File: src/hdl/pbr_pkg.sv
// ----------------------------------------------------------------------------
// pbr_pkg: shared definitions for the polynomial bisection root finder
// Widths, limits, register indexes, status codes and the request/response
// structs between the sequencer and the Horner evaluator.
// ----------------------------------------------------------------------------
package pbr_pkg;

  // Polynomial and iteration limits.
  localparam int MAX_DEGREE = 6;
  localparam int MAX_ITER   = 32;

  // Field and datapath widths.
  localparam int NUM_COEF  = 7;
  localparam int COEF_W    = 16;
  localparam int TOL_W     = 16;
  localparam int X_W       = 24;
  localparam int ACC_W     = 64;
  localparam int FRAC_W    = 16;
  localparam int IDX_W     = 3;
  localparam int ITER_W    = 6;
  localparam int STAT_W    = 2;
  localparam int CFG_IDX_W = 3;
  localparam int MUL_A_W   = 32;
  localparam int MUL_P_W   = MUL_A_W + X_W;

  // Tolerance after reset (0.001 in Q16).
  localparam logic [TOL_W-1:0] TOL_RESET = 16'd66;

  // Configuration register indexes.
  typedef enum logic [CFG_IDX_W-1:0] {
    REG_COEF_0    = 3'd0,
    REG_COEF_1    = 3'd1,
    REG_COEF_2    = 3'd2,
    REG_COEF_3    = 3'd3,
    REG_COEF_4    = 3'd4,
    REG_COEF_5    = 3'd5,
    REG_COEF_6    = 3'd6,
    REG_TOLERANCE = 3'd7
  } cfg_reg_e;

  // Result status codes.
  typedef enum logic [STAT_W-1:0] {
    STAT_CONVERGED = 2'd0,
    STAT_NO_SIGN   = 2'd1,
    STAT_ITER_CAP  = 2'd2
  } status_e;

  // Coefficient set, entry i is the coefficient of x^i.
  typedef logic [NUM_COEF-1:0][COEF_W-1:0] coef_arr_t;

  // Evaluation request from the sequencer.
  typedef struct packed {
    logic                  start;
    logic signed [X_W-1:0] x;
  } horner_req_t;

  // Evaluation response back to the sequencer.
  typedef struct packed {
    logic                    done;
    logic signed [ACC_W-1:0] value;
  } horner_rsp_t;

endpackage

File: src/hdl/pbr_horner.sv
// ----------------------------------------------------------------------------
// pbr_horner: iterative Horner evaluator
// Evaluates p(x) in a saturating Q47.16 accumulator. Each Horner step passes
// through five states around one shared 32x24 multiplier: magnitude, low partial
// product, high partial product, scale and saturate, add coefficient.
// ----------------------------------------------------------------------------
module pbr_horner (
  input  logic                clk_i,
  input  logic                rst_ni,
  input  pbr_pkg::coef_arr_t  coef_i,
  input  pbr_pkg::horner_req_t req_i,
  output pbr_pkg::horner_rsp_t rsp_o
);

  typedef enum logic [2:0] {
    ST_IDLE,
    ST_ABS,
    ST_MUL_LO,
    ST_MUL_HI,
    ST_SCALE,
    ST_ADD
  } state_e;

  localparam logic signed [pbr_pkg::ACC_W-1:0] ACC_MAX = {1'b0, {(pbr_pkg::ACC_W-1){1'b1}}};
  localparam logic signed [pbr_pkg::ACC_W-1:0] ACC_MIN = {1'b1, {(pbr_pkg::ACC_W-1){1'b0}}};

  state_e                                state_q;
  logic signed [pbr_pkg::ACC_W-1:0]      acc_q;
  logic        [pbr_pkg::ACC_W-1:0]      am_q;
  logic                                  neg_q;
  logic        [pbr_pkg::X_W-1:0]        xm_q;
  logic                                  xneg_q;
  logic        [pbr_pkg::IDX_W-1:0]      idx_q;
  logic        [pbr_pkg::MUL_P_W-1:0]    lo_q;
  logic        [pbr_pkg::MUL_P_W-1:0]    hi_q;
  logic signed [pbr_pkg::ACC_W-1:0]      prod_q;
  logic                                  done_q;

  logic        [pbr_pkg::MUL_A_W-1:0]    mul_a;
  logic        [pbr_pkg::MUL_P_W-1:0]    mul_p;
  logic                                  hi_big;
  logic        [pbr_pkg::ACC_W-1:0]      m_sum;
  logic        [pbr_pkg::ACC_W-1:0]      m_mag;
  logic signed [pbr_pkg::ACC_W-1:0]      prod_d;
  logic signed [pbr_pkg::ACC_W-1:0]      coef_ext;
  logic signed [pbr_pkg::ACC_W:0]        sum_wide;
  logic signed [pbr_pkg::ACC_W-1:0]      acc_d;
  logic signed [pbr_pkg::ACC_W-1:0]      lead_ext;
  logic        [pbr_pkg::X_W-1:0]        x_mag;

  // Shared multiplier: low word of the magnitude first, then the high word.
  always_comb begin
    mul_a = (state_q == ST_MUL_LO) ? am_q[pbr_pkg::MUL_A_W-1:0]
                                   : am_q[pbr_pkg::ACC_W-1:pbr_pkg::MUL_A_W];
    mul_p = mul_a * xm_q;
  end

  // Recombine the partial products, drop 16 fraction bits and apply the sign
  // with saturation to the signed 64-bit range.
  always_comb begin
    hi_big = |hi_q[pbr_pkg::MUL_P_W-1:47];
    m_sum  = {1'b0, hi_q[46:0], {pbr_pkg::FRAC_W{1'b0}}}
           + {24'd0, lo_q[pbr_pkg::MUL_P_W-1:pbr_pkg::FRAC_W]};
    m_mag  = hi_big ? {pbr_pkg::ACC_W{1'b1}} : m_sum;
    if (neg_q) begin
      prod_d = m_mag[pbr_pkg::ACC_W-1] ? ACC_MIN : -$signed(m_mag);
    end else begin
      prod_d = m_mag[pbr_pkg::ACC_W-1] ? ACC_MAX : $signed(m_mag);
    end
  end

  // Saturating add of the current coefficient, scaled to Q16.
  always_comb begin
    coef_ext = {{(pbr_pkg::ACC_W-pbr_pkg::COEF_W-pbr_pkg::FRAC_W){coef_i[idx_q][pbr_pkg::COEF_W-1]}},
                coef_i[idx_q], {pbr_pkg::FRAC_W{1'b0}}};
    sum_wide = {prod_q[pbr_pkg::ACC_W-1], prod_q} + {coef_ext[pbr_pkg::ACC_W-1], coef_ext};
    if (sum_wide[pbr_pkg::ACC_W] != sum_wide[pbr_pkg::ACC_W-1]) begin
      acc_d = sum_wide[pbr_pkg::ACC_W] ? ACC_MIN : ACC_MAX;
    end else begin
      acc_d = sum_wide[pbr_pkg::ACC_W-1:0];
    end
  end

  // Leading term and magnitude of x at the start of an evaluation.
  always_comb begin
    lead_ext = {{(pbr_pkg::ACC_W-pbr_pkg::COEF_W-pbr_pkg::FRAC_W)
                 {coef_i[pbr_pkg::MAX_DEGREE][pbr_pkg::COEF_W-1]}},
                coef_i[pbr_pkg::MAX_DEGREE], {pbr_pkg::FRAC_W{1'b0}}};
    x_mag    = req_i.x[pbr_pkg::X_W-1] ? pbr_pkg::X_W'(-req_i.x) : pbr_pkg::X_W'(req_i.x);
  end

  // Step sequencer.
  always_ff @(posedge clk_i or negedge rst_ni) begin
    if (!rst_ni) begin
      state_q <= ST_IDLE;
      done_q  <= 1'b0;
    end else begin
      // Done pulses for one cycle after the last coefficient is added.
      done_q <= (state_q == ST_ADD) && (idx_q == '0);
      case (state_q)
        ST_IDLE: begin
          if (req_i.start) begin
            acc_q   <= lead_ext;
            xm_q    <= x_mag;
            xneg_q  <= req_i.x[pbr_pkg::X_W-1];
            idx_q   <= pbr_pkg::IDX_W'(pbr_pkg::MAX_DEGREE - 1);
            state_q <= ST_ABS;
          end
        end
        ST_ABS: begin
          am_q    <= acc_q[pbr_pkg::ACC_W-1] ? pbr_pkg::ACC_W'(-acc_q) : pbr_pkg::ACC_W'(acc_q);
          neg_q   <= acc_q[pbr_pkg::ACC_W-1] ^ xneg_q;
          state_q <= ST_MUL_LO;
        end
        ST_MUL_LO: begin
          lo_q    <= mul_p;
          state_q <= ST_MUL_HI;
        end
        ST_MUL_HI: begin
          hi_q    <= mul_p;
          state_q <= ST_SCALE;
        end
        ST_SCALE: begin
          prod_q  <= prod_d;
          state_q <= ST_ADD;
        end
        ST_ADD: begin
          acc_q <= acc_d;
          if (idx_q == '0) begin
            state_q <= ST_IDLE;
          end else begin
            idx_q   <= idx_q - 1'b1;
            state_q <= ST_ABS;
          end
        end
        default: begin
          state_q <= ST_IDLE;
        end
      endcase
    end
  end

  assign rsp_o.done  = done_q;
  assign rsp_o.value = acc_q;

endmodule

File: src/hdl/polynomial_bisection_root.sv
// ----------------------------------------------------------------------------
// polynomial_bisection_root: fixed-point bisection root finder
// Takes an interval in Q8.16, evaluates the configured polynomial at both
// ends and, unless both share a sign, bisects until |p(mid)| is within tolerance or the step cap is hit.
// ----------------------------------------------------------------------------
// Evaluation: each polynomial evaluation runs six Horner steps on the shared
// 32x24 multiplier. An item evaluates both ends, then one midpoint per
// bisection step, with at most 32 steps.
// Throughput: one item at a time; s_axis_tready is high only while idle, and
// a finished result waits in the output register without blocking input.
// Reset: coefficients clear to zero, tolerance to 66, no result is pending.
// ----------------------------------------------------------------------------
module polynomial_bisection_root (
  input  logic                               clk_i,
  input  logic                               rst_ni,
  // Configuration write port.
  input  logic                               cfg_we_i,
  input  logic [pbr_pkg::CFG_IDX_W-1:0]      cfg_index_i,
  input  logic [pbr_pkg::COEF_W-1:0]         cfg_data_i,
  // Request input.
  input  logic                               s_axis_tvalid,
  output logic                               s_axis_tready,
  input  logic [47:0]                        s_axis_tdata,  // lower_end[23:0], upper_end[47:24]
  // Result output.
  output logic                               m_axis_tvalid,
  input  logic                               m_axis_tready,
  output logic [31:0]                        m_axis_tdata   // root[23:0], status[25:24],
                                                            // iterations[31:26]
);

  typedef enum logic [2:0] {
    ST_IDLE,
    ST_EVAL_A,
    ST_EVAL_B,
    ST_MID,
    ST_EVAL_M,
    ST_FINISH
  } state_e;

  state_e                               state_q;
  pbr_pkg::coef_arr_t                   coef_q;
  logic        [pbr_pkg::TOL_W-1:0]     tol_q;
  logic signed [pbr_pkg::X_W-1:0]       a_q;
  logic signed [pbr_pkg::X_W-1:0]       b_q;
  logic signed [pbr_pkg::X_W-1:0]       mid_q;
  logic                                 fa_pos_q;
  logic                                 fa_neg_q;
  logic        [pbr_pkg::ITER_W-1:0]    iter_q;
  logic signed [pbr_pkg::X_W-1:0]       res_root_q;
  pbr_pkg::status_e                     res_status_q;
  logic                                 out_valid_q;
  logic signed [pbr_pkg::X_W-1:0]       out_root_q;
  pbr_pkg::status_e                     out_status_q;
  logic        [pbr_pkg::ITER_W-1:0]    out_iter_q;

  pbr_pkg::horner_req_t                 h_req;
  pbr_pkg::horner_rsp_t                 h_rsp;
  logic                                 in_req;
  logic signed [pbr_pkg::X_W:0]         mid_sum;
  logic signed [pbr_pkg::X_W-1:0]       mid_d;
  logic signed [pbr_pkg::X_W-1:0]       in_lower;
  logic signed [pbr_pkg::X_W-1:0]       in_upper;
  logic                                 fv_pos;
  logic                                 fv_neg;
  logic signed [pbr_pkg::ACC_W-1:0]     tol_ext;
  logic                                 fv_within;
  logic                                 out_free;

  assign in_req   = s_axis_tvalid && s_axis_tready;
  assign in_lower = s_axis_tdata[pbr_pkg::X_W-1:0];
  assign in_upper = s_axis_tdata[2*pbr_pkg::X_W-1:pbr_pkg::X_W];

  // Configuration registers.
  always_ff @(posedge clk_i or negedge rst_ni) begin
    if (!rst_ni) begin
      coef_q <= '0;
      tol_q  <= pbr_pkg::TOL_RESET;
    end else if (cfg_we_i) begin
      if (cfg_index_i == pbr_pkg::REG_TOLERANCE) begin
        tol_q <= cfg_data_i;
      end else begin
        coef_q[cfg_index_i] <= cfg_data_i;
      end
    end
  end

  // Midpoint, rounded toward minus infinity.
  always_comb begin
    mid_sum = {a_q[pbr_pkg::X_W-1], a_q} + {b_q[pbr_pkg::X_W-1], b_q};
    mid_d   = mid_sum[pbr_pkg::X_W:1];
  end

  // Sign and tolerance tests on the value just evaluated.
  always_comb begin
    fv_pos    = !h_rsp.value[pbr_pkg::ACC_W-1] && (|h_rsp.value);
    fv_neg    = h_rsp.value[pbr_pkg::ACC_W-1];
    tol_ext   = $signed({{(pbr_pkg::ACC_W-pbr_pkg::TOL_W){1'b0}}, tol_q});
    fv_within = (h_rsp.value <= tol_ext) && (h_rsp.value >= -tol_ext);
  end

  // Evaluation requests: first end, second end, then each midpoint.
  always_comb begin
    h_req.start = 1'b0;
    h_req.x     = mid_d;
    case (state_q)
      ST_IDLE: begin
        h_req.start = in_req;
        h_req.x     = in_lower;
      end
      ST_EVAL_A: begin
        h_req.start = h_rsp.done;
        h_req.x     = b_q;
      end
      ST_MID: begin
        h_req.start = 1'b1;
        h_req.x     = mid_d;
      end
      default: begin
        h_req.start = 1'b0;
        h_req.x     = mid_d;
      end
    endcase
  end

  pbr_horner u_horner (
    .clk_i  (clk_i),
    .rst_ni (rst_ni),
    .coef_i (coef_q),
    .req_i  (h_req),
    .rsp_o  (h_rsp)
  );

  assign out_free = !out_valid_q || m_axis_tready;

  // Bisection sequencer and output register.
  always_ff @(posedge clk_i or negedge rst_ni) begin
    if (!rst_ni) begin
      state_q     <= ST_IDLE;
      out_valid_q <= 1'b0;
    end else begin
      // A taken result clears unless a new one is loaded in the same cycle.
      if (m_axis_tready && (state_q != ST_FINISH)) begin
        out_valid_q <= 1'b0;
      end
      case (state_q)
        ST_IDLE: begin
          if (in_req) begin
            a_q     <= in_lower;
            b_q     <= in_upper;
            state_q <= ST_EVAL_A;
          end
        end
        ST_EVAL_A: begin
          if (h_rsp.done) begin
            fa_pos_q <= fv_pos;
            fa_neg_q <= fv_neg;
            state_q  <= ST_EVAL_B;
          end
        end
        ST_EVAL_B: begin
          if (h_rsp.done) begin
            iter_q <= '0;
            if ((fa_pos_q && fv_pos) || (fa_neg_q && fv_neg)) begin
              res_root_q   <= '0;
              res_status_q <= pbr_pkg::STAT_NO_SIGN;
              state_q      <= ST_FINISH;
            end else begin
              // Keep the end with the non-positive value in a_q.
              if (fa_pos_q) begin
                a_q <= b_q;
                b_q <= a_q;
              end
              state_q <= ST_MID;
            end
          end
        end
        ST_MID: begin
          mid_q   <= mid_d;
          state_q <= ST_EVAL_M;
        end
        ST_EVAL_M: begin
          if (h_rsp.done) begin
            if (fv_pos) begin
              b_q <= mid_q;
            end else begin
              a_q <= mid_q;
            end
            iter_q     <= iter_q + 1'b1;
            res_root_q <= mid_q;
            if (fv_within) begin
              res_status_q <= pbr_pkg::STAT_CONVERGED;
              state_q      <= ST_FINISH;
            end else if (iter_q == pbr_pkg::ITER_W'(pbr_pkg::MAX_ITER - 1)) begin
              res_status_q <= pbr_pkg::STAT_ITER_CAP;
              state_q      <= ST_FINISH;
            end else begin
              state_q <= ST_MID;
            end
          end
        end
        ST_FINISH: begin
          if (out_free) begin
            out_valid_q  <= 1'b1;
            out_root_q   <= res_root_q;
            out_status_q <= res_status_q;
            out_iter_q   <= iter_q;
            state_q      <= ST_IDLE;
          end
        end
        default: begin
          state_q <= ST_IDLE;
        end
      endcase
    end
  end

  assign s_axis_tready = (state_q == ST_IDLE);
  assign m_axis_tvalid = out_valid_q;
  assign m_axis_tdata  = {out_iter_q, out_status_q, out_root_q};

endmodule

File: config.mk
export PLATFORM = sky130hd
export DESIGN_NAME = polynomial_bisection_root
export DESIGN_NICKNAME = d
export VERILOG_FILES = /design/src/hdl/pbr_pkg.sv /design/src/hdl/pbr_horner.sv /design/src/hdl/polynomial_bisection_root.sv
export SDC_FILE = /design/constraint.sdc
export NUM_CORES = 2
export LEC_CHECK = 0
export ABC_AREA = 1
export BUFFER_PORTS_ARGS = -buffer_cell sky130_fd_sc_hd__buf_4
export CAP_MARGIN = 20
export CELL_PAD_IN_SITES_DETAIL_PLACEMENT = 1
export CELL_PAD_IN_SITES_GLOBAL_PLACEMENT = 1
export CORE_MARGIN = 8
export CORE_UTILIZATION = 35
export DETAILED_ROUTE_END_ITERATION = 12
export PLACE_DENSITY_LB_ADDON = 0.2
export SLEW_MARGIN = 20
export SYNTH_ARGS = -nofsm -noshare
export SYNTH_HDL_FRONTEND = slang
export SYNTH_SLANG_ARGS = --single-unit
export TNS_END_PERCENT = 5
File: constraint.sdc
create_clock -name clk_i -period 9.7 [get_ports clk_i]
set_clock_uncertainty 0.2 [all_clocks]
set_input_delay 1.455 -clock clk_i [delete_from_list [all_inputs] [get_ports clk_i]]
set_output_delay 1.455 -clock clk_i [all_outputs]
set_load 0.1 [all_outputs]
==> metrics.txt <==
FF+latch count, synth 591; clk buf depth 3; Fill cells 21,000; share of cells above drive strength 1 5.53%; Routed WL 237,000 um; Critical Path AT 9490 ps; startpoint types register; period utilisation layout 96.0%; area of the multi-input gates 37,700 um2; Worst Tran Pin Value 1140 ps; Post-Syn Instances 7,561; status complete, no violations; Setup TNS 0 ps; post-CTS sizing 0; Die Area 188,000 um2; Starting Density 35.1%; Area contributors post-synth edfxtp_1 (22%), fa_1 (22%), nand2_1 (10%); Post-Synth Adder-Cell Area 29.2%; synth warn 0; Top cell by count, worst path inv_1; RSZ-0062 raised after global routing no; initial antenna violation count 5; max incr delay on CP 580 ps; final hold viol count 0; first-pass GRT wire length 359,000 um; TritonCTS buffer count 66; Peak VDD IR 0.134 mV; Routed Antenna Nets 0; GPL Wtd Cong 0.924; vias post-DR 52,000; latest clock arrival within the worst-skew pair 680 ps; CP required 9880 ps; Post-Synth Simple-Gate Area 21.4%; CP Capture Type register; Critical Path Fanout Max 35; Slew Viols, Final 0; Power Density 90.2 nW/um2; nets@finish 8,733; hold_ws 216 ps; post-DR wirelength/cell 23.7 um; crit path time final 9310 ps; post-synthesis xor/xnor area fraction 3.41%; synth unique cells 63; DIE WIDTH 434 um; Port-buffer cells 105; post-synthesis sequential area ratio 28.0%; WS Path Type register to register; Clock Sinks 591; largest family of logic cells by synthesized area adder cells; post-synthesis compound-gate area fraction 7.71%; clk root buf clkbuf_16; Synth top area share 22.4%; Mean Syn Cell Area 8.07 um2; DRT iter0 DRCs 3,576; core area 174,000 um2; multiplexer share of the synthesized area 0%; fmax 107 MHz; Post-Syn Area 61,000 um2; Pleak 32.2 nW; vias in the first global route 55,500; post-DP HPWL 191,000 um; total track usage 25.2%; sequential cell area 17,100 um2; Syn Nets 8,658; CTS Hold Buffers Added 0; row count 153; highest-delay cell along the critical path fa_1; hold crit path type register to register; Layout area overhead 10.3%; Vias/cell 5.19; Clock Pin Slew Worst Setup and Hold Paths 70 ps; Post-route DRC 0; relative slew slack 23.3%; GRT overflow 0; DR pass1 iterations 5; Max H-tree Level 3; CTS tree done; max cap viols 0; leading area contributor after synthesis edfxtp_1; I/O pin count 106; largest net degree at the start of global routing 65; postcts setup bufs 0; # setup viols final 0; Die Span Y 434 um
==> synthesized netlist by cell type, drive strengths merged <==
cell / n
and3: 5
a31oi: 24
nand2: 1685
o21bai: 15
a41oi: 1
nand3b: 46
nand3: 273
o22ai: 19
clkinv: 18
o211ai: 2
o21a: 15
nand4: 60
o211a: 1
a221o: 1
nor4: 29
inv: 1408
a221oi: 3
fa: 661
o221a: 1
a21oi: 271
o21ai: 395
a21boi: 22
nor3: 80
o311ai: 2
dfstp: 2
a211oi: 3
dfrtp: 134
o41ai: 1
o31ai: 11
xor2: 163
edfxtp: 455
and2: 15
nor2: 1003
clkbuf: 203
buf: 36
ha: 364
or2: 3
a21o: 13
nor3b: 2
o2111ai: 1
o22a: 14
xnor2: 74
o221ai: 27
==> flip-flops by register name, summed over array words and instances (netlist names), 2 cells and up <==
name / count
u_horner.prod_q: 64
out_status_q: 2
u_horner.hi_q: 56
a_q: 24
b_q: 24
res_status_q: 2
u_horner.am_q: 64
tol_q: 16
u_horner.idx_q: 3
u_horner.xm_q: 24
out_iter_q: 6
iter_q: 6
mid_q: 24
u_horner.state_q: 3
u_horner.acc_q: 64
state_q: 3
coef_q: 112
out_root_q: 24
res_root_q: 24
u_horner.lo_q: 40
==> worst max-delay path, delay by kind of cell, from the launching register on <==
| family | cells | cell delay [ps] |
|---|---|---|
| fa+ha+maj | 8 | 4110 |
| buf+inv | 10 | 1440 |
| simple gates | 8 | 1340 |
| compound gates | 4 | 960 |
| xor+xnor | 1 | 550 |
| flops | 1 | 390 |
==> where the power goes <==
part | total (mW) | switching (mW) | leakage (nW) | internal [mW]
Sequential | 2.87 | 0.0623 | 5.68 | 2.81
Combinational | 0.488 | 0.313 | 25.4 | 0.176
Clock | 2.71 | 1.13 | 1.10 | 1.57
==> kinds of logic (layout without fill, tap and decap cells) <==
group / Yosys count / in the layout
AO/OA/AOI/OAI: 842 / 842
buffers and inverters: 1665 / 1792
flip-flops: 591 / 591
adder cells (fa/ha/maj): 1025 / 1025
XOR/XNOR: 237 / 237
AND/OR/NAND/NOR: 3201 / 3201
other: 0 / 2
==> final timing paths <==
check                      slack (ps)                 to           startpoint  cells past startpoint
max                               390  u_horner.hi_q[42]  u_horner.state_q[1]                     31
min                               220      out_root_q[4]        res_root_q[4]                      0
max reg2reg                       390  u_horner.hi_q[42]  u_horner.state_q[1]                     31
min reg2reg                       220      out_root_q[4]        res_root_q[4]                      0
max in group asynchronous        6960          coef_q[0]               rst_ni                      3
min in group asynchronous         460           tol_q[9]               rst_ni                      1
==> metal layers <==
layer	wire [um]	GRT usage, %	share of wire [%]
met5	12	0	0.0051
met2	109000	41.1	46
met1	110000	35.7	46
met4	7240	6.98	3.1
met3	10300	2.52	4.4
==> final cells by class <==
type	count	area share, %
Multi-Input combinational cell	5305	56.1
Sequential cell	591	25.4
Inverter	1426	7.97
Tap cell	2325	4.32
Timing Repair Buffer	246	2.83
Clock buffer	77	2.53
Clock inverter	43	0.858
Antenna cell	2	0.00744
==> stage by stage <==
stage / setup slack, ps / total power, mW / cell area [um2] / cells / util [%]
CTS: 444 / 6.14 / 67200 / 10000 / 38.7
global placement: 516 / 3.39 / 64900 / 9890 / 37.4
finish: 388 / 6.07 / 67300 / 10000 / 38.7
global route: 19.4 / 6.29 / 67300 / 10000 / 38.7
detailed placement: 509 / 3.41 / 64900 / 9892 / 37.4
floorplan: 2120 / 3.23 / 61000 / 7561 / -
==> cells in the final DEF (no fill, tap or decap), drive strengths merged, types with 42 or more instances in the layout <==
cell type,n
a21oi,271
buf,246
clkbuf,77
clkinv,42
dfrtp,134
edfxtp,455
fa,661
ha,364
inv,1412
nand2,1685
nand3,273
nand3b,46
nand4,60
nor2,1003
nor3,80
o21ai,395
xnor2,74
xor2,163
No activity file was read; power rests on OpenSTA's default activity.
